<file path="src/rtl/bvhq_pkg.sv">
`timescale 1ns / 1ps
// ----------------------------------------------------------------------------
// bvhq_pkg: shared types and threshold tables
// Widths, default band count, threshold ROMs and the controller/datapath
// command and status structs of the band hysteresis quantiser.
// ----------------------------------------------------------------------------
package bvhq_pkg;

  localparam int SAMPLE_W      = 16;
  localparam int BAND_W        = 4;
  localparam int OUT_TDATA_W   = 8;
  localparam int NUM_BANDS_DEF = 13;

  // Commands from controller to datapath
  typedef struct packed {
    logic load;       // take a new sample, start from the held band (clamped)
    logic step_up;    // move working band up by one
    logic step_down;  // move working band down by one
    logic commit;     // write result word and update held band
  } bvhq_cmd_t;

  // Status from datapath to controller
  typedef struct packed {
    logic can_up;     // below top and sample above up threshold
    logic can_down;   // above zero and sample below down threshold
    logic out_free;   // output register empty or being drained
  } bvhq_stat_t;

  // Up thresholds; words past the table read as full scale
  function automatic logic [SAMPLE_W-1:0] up_thr(input logic [BAND_W-1:0] band);
    logic [SAMPLE_W-1:0] thr;
    unique case (band)
      4'd0:    thr = 16'd2975;
      4'd1:    thr = 16'd8511;
      4'd2:    thr = 16'd13759;
      4'd3:    thr = 16'd18751;
      4'd4:    thr = 16'd23679;
      4'd5:    thr = 16'd29247;
      4'd6:    thr = 16'd34751;
      4'd7:    thr = 16'd38815;
      4'd8:    thr = 16'd43423;
      4'd9:    thr = 16'd49055;
      4'd10:   thr = 16'd54527;
      4'd11:   thr = 16'd59615;
      default: thr = 16'd65535;
    endcase
    return thr;
  endfunction

  // Down thresholds; words past the table read as full scale
  function automatic logic [SAMPLE_W-1:0] down_thr(input logic [BAND_W-1:0] band);
    logic [SAMPLE_W-1:0] thr;
    unique case (band)
      4'd0:    thr = 16'd0;
      4'd1:    thr = 16'd1983;
      4'd2:    thr = 16'd7327;
      4'd3:    thr = 16'd12799;
      4'd4:    thr = 16'd17727;
      4'd5:    thr = 16'd22719;
      4'd6:    thr = 16'd28031;
      4'd7:    thr = 16'd33727;
      4'd8:    thr = 16'd38143;
      4'd9:    thr = 16'd42335;
      4'd10:   thr = 16'd47903;
      4'd11:   thr = 16'd53471;
      4'd12:   thr = 16'd58623;
      default: thr = 16'd65535;
    endcase
    return thr;
  endfunction

endpackage

</file>
<file path="src/rtl/bvhq_datapath.sv">
`timescale 1ns / 1ps
// ----------------------------------------------------------------------------
// bvhq_datapath: sample, working band, held band and output register
// Compares the sample against the up and down thresholds of the working
// band, steps the working band as the controller commands, and holds the result word until taken.
// ----------------------------------------------------------------------------
module bvhq_datapath #(
  parameter int NUM_BANDS = bvhq_pkg::NUM_BANDS_DEF
) (
  input  logic                               clk,
  input  logic                               rst,
  input  logic [bvhq_pkg::SAMPLE_W-1:0]      sample,
  input  bvhq_pkg::bvhq_cmd_t                cmd,
  output bvhq_pkg::bvhq_stat_t               stat,
  output logic                               m_tvalid,
  input  logic                               m_tready,
  output logic [bvhq_pkg::OUT_TDATA_W-1:0]   m_tdata
);

  localparam logic [bvhq_pkg::BAND_W-1:0] TOP = bvhq_pkg::BAND_W'(NUM_BANDS - 1);

  logic [bvhq_pkg::SAMPLE_W-1:0] sample_q;
  logic [bvhq_pkg::BAND_W-1:0]   band;      // working band
  logic [bvhq_pkg::BAND_W-1:0]   held_band; // band of the previous word
  logic [bvhq_pkg::BAND_W-1:0]   band_index;
  logic                          band_changed;
  logic                          display_blank;

  // Threshold compares for the working band
  always_comb begin
    stat.can_up   = (band < TOP) && (bvhq_pkg::up_thr(band) < sample_q);
    stat.can_down = (band != '0) && (sample_q < bvhq_pkg::down_thr(band));
    stat.out_free = !m_tvalid || m_tready;
  end

  // Sample and working band
  always_ff @(posedge clk) begin
    if (cmd.load) begin
      sample_q <= sample;
      band     <= (held_band > TOP) ? TOP : held_band;
    end else if (cmd.step_up) begin
      band <= band + 1'b1;
    end else if (cmd.step_down) begin
      band <= band - 1'b1;
    end
  end

  // Held band and result payload
  always_ff @(posedge clk) begin
    if (rst) begin
      held_band <= '0;
    end else if (cmd.commit) begin
      held_band <= band;
    end
  end

  always_ff @(posedge clk) begin
    if (cmd.commit) begin
      band_index    <= band;
      band_changed  <= (band != held_band);
      display_blank <= (band == '0);
    end
  end

  // Output word valid
  always_ff @(posedge clk) begin
    if (rst) begin
      m_tvalid <= 1'b0;
    end else if (cmd.commit) begin
      m_tvalid <= 1'b1;
    end else if (m_tready) begin
      m_tvalid <= 1'b0;
    end
  end

  assign m_tdata = {2'b00, display_blank, band_changed, band_index};

endmodule

</file>
<file path="src/rtl/bvhq_ctrl.sv">
`timescale 1ns / 1ps
// ----------------------------------------------------------------------------
// bvhq_ctrl: sequencing state machine
// Accepts a word, walks the band up then down one step a cycle, and commits
// the result once the output register is free.
// ----------------------------------------------------------------------------
module bvhq_ctrl (
  input  logic                 clk,
  input  logic                 rst,
  input  logic                 s_tvalid,
  output logic                 s_tready,
  input  bvhq_pkg::bvhq_stat_t stat,
  output bvhq_pkg::bvhq_cmd_t  cmd
);

  typedef enum logic [1:0] {
    ST_IDLE,
    ST_UP,
    ST_DOWN,
    ST_COMMIT
  } state_t;

  state_t state;

  assign s_tready = (state == ST_IDLE);

  // Commands decoded from state and status
  always_comb begin
    cmd           = '0;
    cmd.load      = (state == ST_IDLE) && s_tvalid;
    cmd.step_up   = (state == ST_UP) && stat.can_up;
    cmd.step_down = (state == ST_DOWN) && stat.can_down;
    cmd.commit    = (state == ST_COMMIT) && stat.out_free;
  end

  // State register
  always_ff @(posedge clk) begin
    if (rst) begin
      state <= ST_IDLE;
    end else begin
      unique case (state)
        ST_IDLE: begin
          if (s_tvalid) state <= ST_UP;
        end
        ST_UP: begin
          if (!stat.can_up) state <= ST_DOWN;
        end
        ST_DOWN: begin
          if (!stat.can_down) state <= ST_COMMIT;
        end
        ST_COMMIT: begin
          if (stat.out_free) state <= ST_IDLE;
        end
        default: state <= ST_IDLE;
      endcase
    end
  end

endmodule

</file>
<file path="src/rtl/band_voltage_hysteresis_quantizer_core.sv">
`timescale 1ns / 1ps
// ----------------------------------------------------------------------------
// band_voltage_hysteresis_quantizer_core: band selection with hysteresis
// Maps each converter sample to a band index, stepping through the up and
// down threshold tables so that the band only moves across a dead zone.
// ----------------------------------------------------------------------------
// Channel   Dir  Width  Contents
// s_*       in   16     sample
// m_*       out  8      band_index[3:0], band_changed[4], display_blank[5]
//
// After its sample is taken, the working band steps up while the sample is
// above the up threshold, then down while it is below the down threshold; the
// result word is committed once the output register is free, and the next
// sample is taken after that commit. The threshold compare walks one band per cycle.
// Synchronous reset clears the held band to 0 and empties the output register.
// A new word is taken while a finished result waits; the commit of the next
// result waits until the output register is drained.
// ----------------------------------------------------------------------------
module band_voltage_hysteresis_quantizer_core #(
  parameter int NUM_BANDS = bvhq_pkg::NUM_BANDS_DEF
) (
  input  logic                             clk,
  input  logic                             rst,
  input  logic                             s_tvalid,
  output logic                             s_tready,
  input  logic [bvhq_pkg::SAMPLE_W-1:0]    s_tdata,  // [15:0] sample
  output logic                             m_tvalid,
  input  logic                             m_tready,
  output logic [bvhq_pkg::OUT_TDATA_W-1:0] m_tdata   // [3:0] band_index,
                                                     // [4] band_changed,
                                                     // [5] display_blank
);

  bvhq_pkg::bvhq_cmd_t  cmd;
  bvhq_pkg::bvhq_stat_t stat;

  bvhq_ctrl u_ctrl (
    .clk      (clk),
    .rst      (rst),
    .s_tvalid (s_tvalid),
    .s_tready (s_tready),
    .stat     (stat),
    .cmd      (cmd)
  );

  bvhq_datapath #(
    .NUM_BANDS (NUM_BANDS)
  ) u_datapath (
    .clk      (clk),
    .rst      (rst),
    .sample   (s_tdata),
    .cmd      (cmd),
    .stat     (stat),
    .m_tvalid (m_tvalid),
    .m_tready (m_tready),
    .m_tdata  (m_tdata)
  );

endmodule
</file>
<file path="config.mk">
export PLATFORM = sky130hd
export DESIGN_NAME = band_voltage_hysteresis_quantizer_core
export DESIGN_NICKNAME = d
export VERILOG_FILES = /design/src/rtl/bvhq_pkg.sv /design/src/rtl/bvhq_datapath.sv /design/src/rtl/bvhq_ctrl.sv /design/src/rtl/band_voltage_hysteresis_quantizer_core.sv
export SDC_FILE = /design/constraint.sdc
export NUM_CORES = 1
export LEC_CHECK = 0
export ABC_AREA = 1
export BUFFER_PORTS_ARGS = -buffer_cell sky130_fd_sc_hd__buf_4
export CORE_ASPECT_RATIO = 0.9
export CORE_MARGIN = 1
export CORE_UTILIZATION = 25
export CTS_CLUSTER_DIAMETER = 150
export DETAILED_ROUTE_END_ITERATION = 7
export PLACE_DENSITY_LB_ADDON = 0.3
export SETUP_SLACK_MARGIN = 0.4
export SLEW_MARGIN = 20
export SYNTH_ARGS = -nofsm -noshare
export SYNTH_HDL_FRONTEND = slang
export SYNTH_SLANG_ARGS = --single-unit
</file>
<file path="constraint.sdc">
create_clock -name clk -period 6.4 [get_ports clk]
set_clock_uncertainty 0.1 [all_clocks]
set_input_delay 1.28 -clock clk [delete_from_list [all_inputs] [get_ports clk]]
set_output_delay 1.28 -clock clk [all_outputs]
set_load 0.01 [all_outputs]
</file>
==> results of run 1 <==
-- worst max-delay path: stages --
cell and delay [ns]:
buf_4 0.09, nand2_2 0.14, inv_1 0.66, o21ai_0 0.27
inv_1 0.10, nand2_1 0.05, o21ai_1 0.26, ha_1 0.34
inv_1 0.07, nand2_1 0.10, nand2_1 0.13, nand2_1 0.07
-- metal layers --
metal	track usage (%)	share of wire, %
met5	0	0
met4	4.018	1.7
met3	2.172	3.2
met2	16.53	47
met1	13.17	48
-- worst min-delay path by stage --
stage	startpoint	endpoint	slack, ns	cells after the start
floorplan	u_datapath.held_band[2]	u_datapath.held_band[2]	0.37	2
global placement	u_datapath.m_tvalid	u_datapath.m_tvalid	0.40	2
detailed placement	u_datapath.m_tvalid	u_datapath.m_tvalid	0.41	2
CTS	u_datapath.m_tvalid	u_datapath.m_tvalid	0.42	2
global route	u_datapath.m_tvalid	u_datapath.m_tvalid	0.47	2
finish	u_datapath.m_tvalid	u_datapath.m_tvalid	0.42	2
-- area by class of cell --
cell class	instances	area (µm²)
Clock buffer	7	142.6
Clock inverter	1	7.507
Fill cell	1299	8489
Inverter	61	229.0
Multi-Input combinational cell	233	1424
Sequential cell	56	1381
Tap cell	160	200.2
Timing Repair Buffer	27	202.7
-- layout by cell type, fill, tap and decap left out, types with 3 or more instances in the layout --
cell        n
a21oi_1    17
buf_4      27
xnor2_1     4
ha_1       37
inv_1      58
nand2_2     8
o21ai_0    12
nor2_1      9
edfxtp_1   26
nand4_1     8
dfxtp_1    30
clkbuf_16   5
inv_2       3
nand2_1    97
nand3_1    22
-- per-stage QoR --
stage	worst slack, ns	instances
4_1_cts	2.917	545
3_3_place_gp	2.722	537
6_report	2.922	545
2_1_floorplan	3.268	358
5_1_grt	2.570	545
3_5_place_dp	2.600	537
-- kinds of logic (layout without fill, tap and decap cells) --
family	Yosys count	count (layout)
AND/OR/NAND/NOR	151	151
buffers and inverters	69	96
flip-flops	56	56
adder cells (fa/ha/maj)	38	38
AO/OA/AOI/OAI	36	36
XOR/XNOR	6	6
other	1	2
==> metrics.md, run 1 <==
| Metric | Value |
|---|---|
| Initial Util | `25.65%` |
| Setup violators final | `0` |
| Largest net degree at the start of global routing | `21` |
| Remaining global-route overflow | `0` |
| Most common flop cell mapped by yosys | `dfxtp_1` |
| Final slew viol count | `0` |
| Vias in the first global route | `2180` |
| Min Tclk post-route | `3.478 ns` |
| DR vias | `2263` |
| Hold_ws | `0.4224 ns` |
| Mux contribution to synthesized area | `0%` |
| Via density per instance | `4.152` |
| Fraction of registers with async set/reset | `0%` |
| Post-synthesis register bit count | `56` |
| Largest cells by area after synthesis | `edfxtp_1, dfxtp_1, ha_1` |
| First-pass GRT wire length | `10250 µm` |
| Clock sink total | `56` |
| Layout cells sized above 1 | `13.25%` |
| Top-area cell type share of the netlist area | `25.20%` |
| Synth Cell Area | `3098 µm²` |
| Setup TNS | `0 ns` |
| Relative slew slack | `44.36%` |
| Sequential area share after synthesis | `44.59%` |
| Worst-path clk slew | `0.07 ns` |
| Die Ht | `107.6 µm` |
| Post-synth EDFFs | `26` |
| Crit path arrival time | `3.56 ns` |
| Std-Cell Rows | `38` |
| Synth cell types | `30` |
| WP data required | `6.48 ns` |
| Area Overhead vs Synth | `15.79%` |
| Hold WC Path Type | `reg2reg` |
| Max-cap violations | `0` |
| Max Clk Rate | `0.2875 GHz` |
| Synth area leader | `edfxtp_1` |
| IO Port Bufs | `27` |
| Pre-Repair DR Iteration Count | `4` |
| Synth Area in XOR/XNOR | `1.696%` |
| FF-to-FF Start | `u_datapath.sample_q[11]` |
| Compound-Gate Fraction of Synth Area | `6.543%` |
| Final Cycle Share | `54.35%` |
| Post-CTS setup buffer count | `0` |
| Setup crit end kind | `flop` |
| Final core occ | `29.70%` |
| WL final | `6074 µm` |
| Nets@finish | `442` |
| TritonCTS Buffers | `5` |
| Average wire per standard cell | `11.14 µm` |
| Root buffer cell | `clkbuf_16` |
| Initial antenna violation count | `0` |
| Ports | `30` |
| Width of the die | `119.3 µm` |
| Syn avg cell area | `8.678 µm²` |
| Clock buffer depth | `2` |
| Simple-gate share of the synthesized area | `21.89%` |
| R2R Setup Slk | `2.93 ns` |
| Run status | `completed` |
| CTS tree | `done` |
| Most frequent cells after synthesis | `nand2_1, inv_1, ha_1` |
| Diodes inserted | `0` |
| CP Launch Type | `input pin` |
| Finished Cell Area | `3587 µm²` |
| Worst Reg-to-Reg Cells | `18` |
| Post-cts repair resize count | `0` |
| Critical Path Source | `s_tvalid` |
| Crit Path Class | `in2reg` |
| Worst skew pair latency | `0.29 ns` |
| Number of remaining DRC errors | `0` |
| Slew @ Worst Pin | `0.8337 ns` |
| Cell Area, Placed | `3437 µm²` |
| Top-count cell post-synth | `nand2_1` |
| DP Wirelength | `4731 µm` |
| GRT Util Overall | `10.18%` |
| Largest family of logic cells by synthesized area | `simple AND/OR/NAND/NOR gates` |
| Cts hold-fix bufs | `0` |
| Htree depth | `2` |
| Antenna Nets Post-Route | `0` |
| DIE AREA | `12840 µm²` |
| Syn. warnings | `0` |
| Core Footprint | `12080 µm²` |
| Final hold violation count | `0` |
| Critical Path Fanout Max | `20` |
| Mapped Cells | `357` |
| Post-Synth Adder-Cell Area | `15.59%` |
| RSZ-0062 raised after global routing | `false` |
| GPL Wtd Cong | `0.8721` |
| DRT iter0 DRCs | `94` |
Power of run 1 is not shown: default switching activity piles up to over one toggle a cycle in this logic, so the estimate is an artifact.
==> inputs of run 2 (changes only) <==
clock period = 3.1 ns   (was 6.4 ns; I/O delays follow)
==> run 2 against run 1 <==
Net effect: die area is the same; wire length grew 8.6%; worst setup slack lost 2.8 ns; first-iteration DRC count grew 72%; largest cell class unchanged; highest routed layer unchanged.
==> metrics.md, run 2 (synthesis results as in run 1) <==
| Metric | Value |
|---|---|
| Clock buffer depth | `2 (unchanged)` |
| Hold WC Path Type | `in2reg` |
| Reg area | `1381 µm² (unchanged)` |
| Crit-path max cell delay | `0.37 ns (-0.29 ns)` |
| Setup violators final | `0 (unchanged)` |
| DP Cell Count | `559 (+4.1%)` |
| Run status | `completed` |
| TritonCTS Buffers | `5 (unchanged)` |
| Fillers | `1258 (-3.2%)` |
| CP cell instances | `inv_1, ha_1, a21oi_2, o21ai_1, a21oi_2, nand2_4, ha_1, nand3_2, nand2_2, xor2_2, inv_1, nand2_2, nand3_2, nand2_2, nand2_2, inv_2, nor2_4, buf_12, nand3_1, nand2_1` |
| Worst skew pair latency | `0.29 ns (about the same)` |
| DR vias | `2381 (+5.2%)` |
| Cell Area, Placed | `3705 µm² (+7.8%)` |
| Crit path arrival time | `3.04 ns (-0.52 ns)` |
| Max-cap violations | `0 (unchanged)` |
| GRT Util Overall | `10.85% (+0.67 points)` |
| Remaining global-route overflow | `0 (unchanged)` |
| Nets@finish | `476 (+7.7%)` |
| Ports | `30 (unchanged)` |
| Worst-path clk slew | `0.07 ns (about the same)` |
| Critical Path Source | `u_datapath.sample_q[11]` |
| Number of remaining DRC errors | `0 (unchanged)` |
| Antenna Nets Post-Route | `0 (unchanged)` |
| Area Overhead vs Synth | `30.33%` |
| CTS tree | `done` |
| Buf/Inv on CP | `4 (unchanged)` |
| Largest net degree at the start of global routing | `21 (unchanged)` |
| Worst Reg-to-Reg Cells | `20 (+2)` |
| IO Port Bufs | `27 (unchanged)` |
| Clock sink total | `56 (unchanged)` |
| GPL Wtd Cong | `0.8287 (-5.0%)` |
| Fin worst setup slack | `0.1304 ns (-2.791 ns)` |
| First-pass GRT wire length | `10970 µm (+7.1%)` |
| Area occupied by multi-input gates | `1594 µm² (+12%)` |
| Initial antenna violation count | `0 (unchanged)` |
| Root buffer cell | `clkbuf_16` |
| Finished Cell Area | `4038 µm² (+13%)` |
| Crit Path Class | `reg2reg` |
| Cts hold-fix bufs | `0 (unchanged)` |
| Diodes inserted | `0 (unchanged)` |
| Core Footprint | `12080 µm² (unchanged)` |
| Final hold violation count | `0 (unchanged)` |
| Die Ht | `107.6 µm (unchanged)` |
| Layout cells sized above 1 | `27.92% (+15 points)` |
| Commonest non-fill, non-tap cell in the layout | `nand2_1` |
| CP Launch Type | `flop` |
| WL final | `6595 µm (+8.6%)` |
| Setup crit end kind | `flop` |
| Average wire per standard cell | `11.39 µm (+2.2%)` |
| Critical Path Fanout Max | `20 (unchanged)` |
| Crit-path leading delay family | `simple AND/OR/NAND/NOR gates` |
| CP Depth | `20 (+8)` |
| DRT iter0 DRCs | `162 (+72%)` |
| Std-Cell Rows | `38 (unchanged)` |
| Final core occ | `33.43% (+3.7 points)` |
| Vias in the first global route | `2309 (+5.9%)` |
| Initial Util | `25.65% (unchanged)` |
| DIE AREA | `12840 µm² (unchanged)` |
| Critical-path top delay cell | `edfxtp_1` |
| Via density per instance | `4.112 (-0.96%)` |
| Most frequent cells in the layout | `nand2_1, buf_4, inv_1, ha_1, dfxtp_1` |
| Htree depth | `2 (unchanged)` |
| FF-to-FF Start | `u_datapath.sample_q[11]` |
| Final Cycle Share | `95.79%` |
| WP data required | `3.17 ns (-3.31 ns)` |
| Pre-CTS setup slack | `0.04157 ns (-2.559 ns)` |
| Finished Layout Cells | `579 (+6.2%)` |
| Width of the die | `119.3 µm (unchanged)` |
| Max Clk Rate | `0.3367 GHz` |
| Final slew viol count | `0 (unchanged)` |
| Pre-Repair DR Iteration Count | `4 (unchanged)` |
| DP Wirelength | `5087 µm (+7.5%)` |
| Cell mode on critical path | `nand2_2` |
| RSZ-0062 raised after global routing | `true` |
| R2R Setup Slk | `0.13 ns (-2.80 ns)` |
| Min Tclk post-route | `2.970 ns` |
-- run 2: cell types whose count changed in the layout (fill, tap and decap cells not counted), sizes merged --
| cell | before | now |
|---|---|---|
| buf | 27 | 60 |
| inv | 61 | 62 |
| nand2 | 105 | 106 |
| clkbuf | 7 | 5 |
| clkinv | 0 | 1 |
-- run 2: final cells by class --
type / instances / share of cell area [%]
multi-input combinational: 234 / 39.48
inverter: 61 / 5.733
clock inverter: 3 / 0.5578
clock buffer: 5 / 3.099
timing repair buffer: 60 / 11.96
tap: 160 / 4.958
sequential: 56 / 34.21
-- run 2: stage by stage --
step / setup TNS (ns) / hold slack [ns]
6_report: 0 / 0.3940
5_1_grt: -0.7738 / 0.3860
4_1_cts: 0 / 0.3889
3_5_place_dp: 0 / 0.4073
3_3_place_gp: 0 / 0.3978
2_1_floorplan: 0 / 0.3691
-- run 2: worst min path at each step --
| stage | from | to | slack (ns) | depth (start not counted) |
|---|---|---|---|---|
| 3_3_place_gp | u_datapath.m_tvalid | u_datapath.m_tvalid | 0.40 | 2 |
| 3_5_place_dp | u_datapath.m_tvalid | u_datapath.m_tvalid | 0.41 | 2 |
| 2_1_floorplan | u_datapath.held_band[2] | u_datapath.held_band[2] | 0.37 | 2 |
| 6_report | rst | u_datapath.m_tvalid | 0.39 | 2 |
| 5_1_grt | s_tdata[0] | u_datapath.sample_q[0] | 0.39 | 1 |
| 4_1_cts | rst | u_datapath.m_tvalid | 0.39 | 2 |
-- run 2: repair_timing --
item / 4_1_cts / 5_1_grt
endpoints found under the setup margin: 23 / 24
gates resized for setup: 17 / 5
pin swaps: 4 / 2
endpoints found under the hold margin: 0 / 0
cloned: 1 / 0
setup buffers: 9 / 2
-- run 2: per-layer routing --
layer  vias up  share of wire, %  track usage [%]
met5         -                 0                0
met1      1073                52            14.74
met2        32                44            16.99
met4         0               1.8            4.464
met3        11               2.2            1.907
li1       1265                 -                -
Power of run 2 is left out for the same reason.
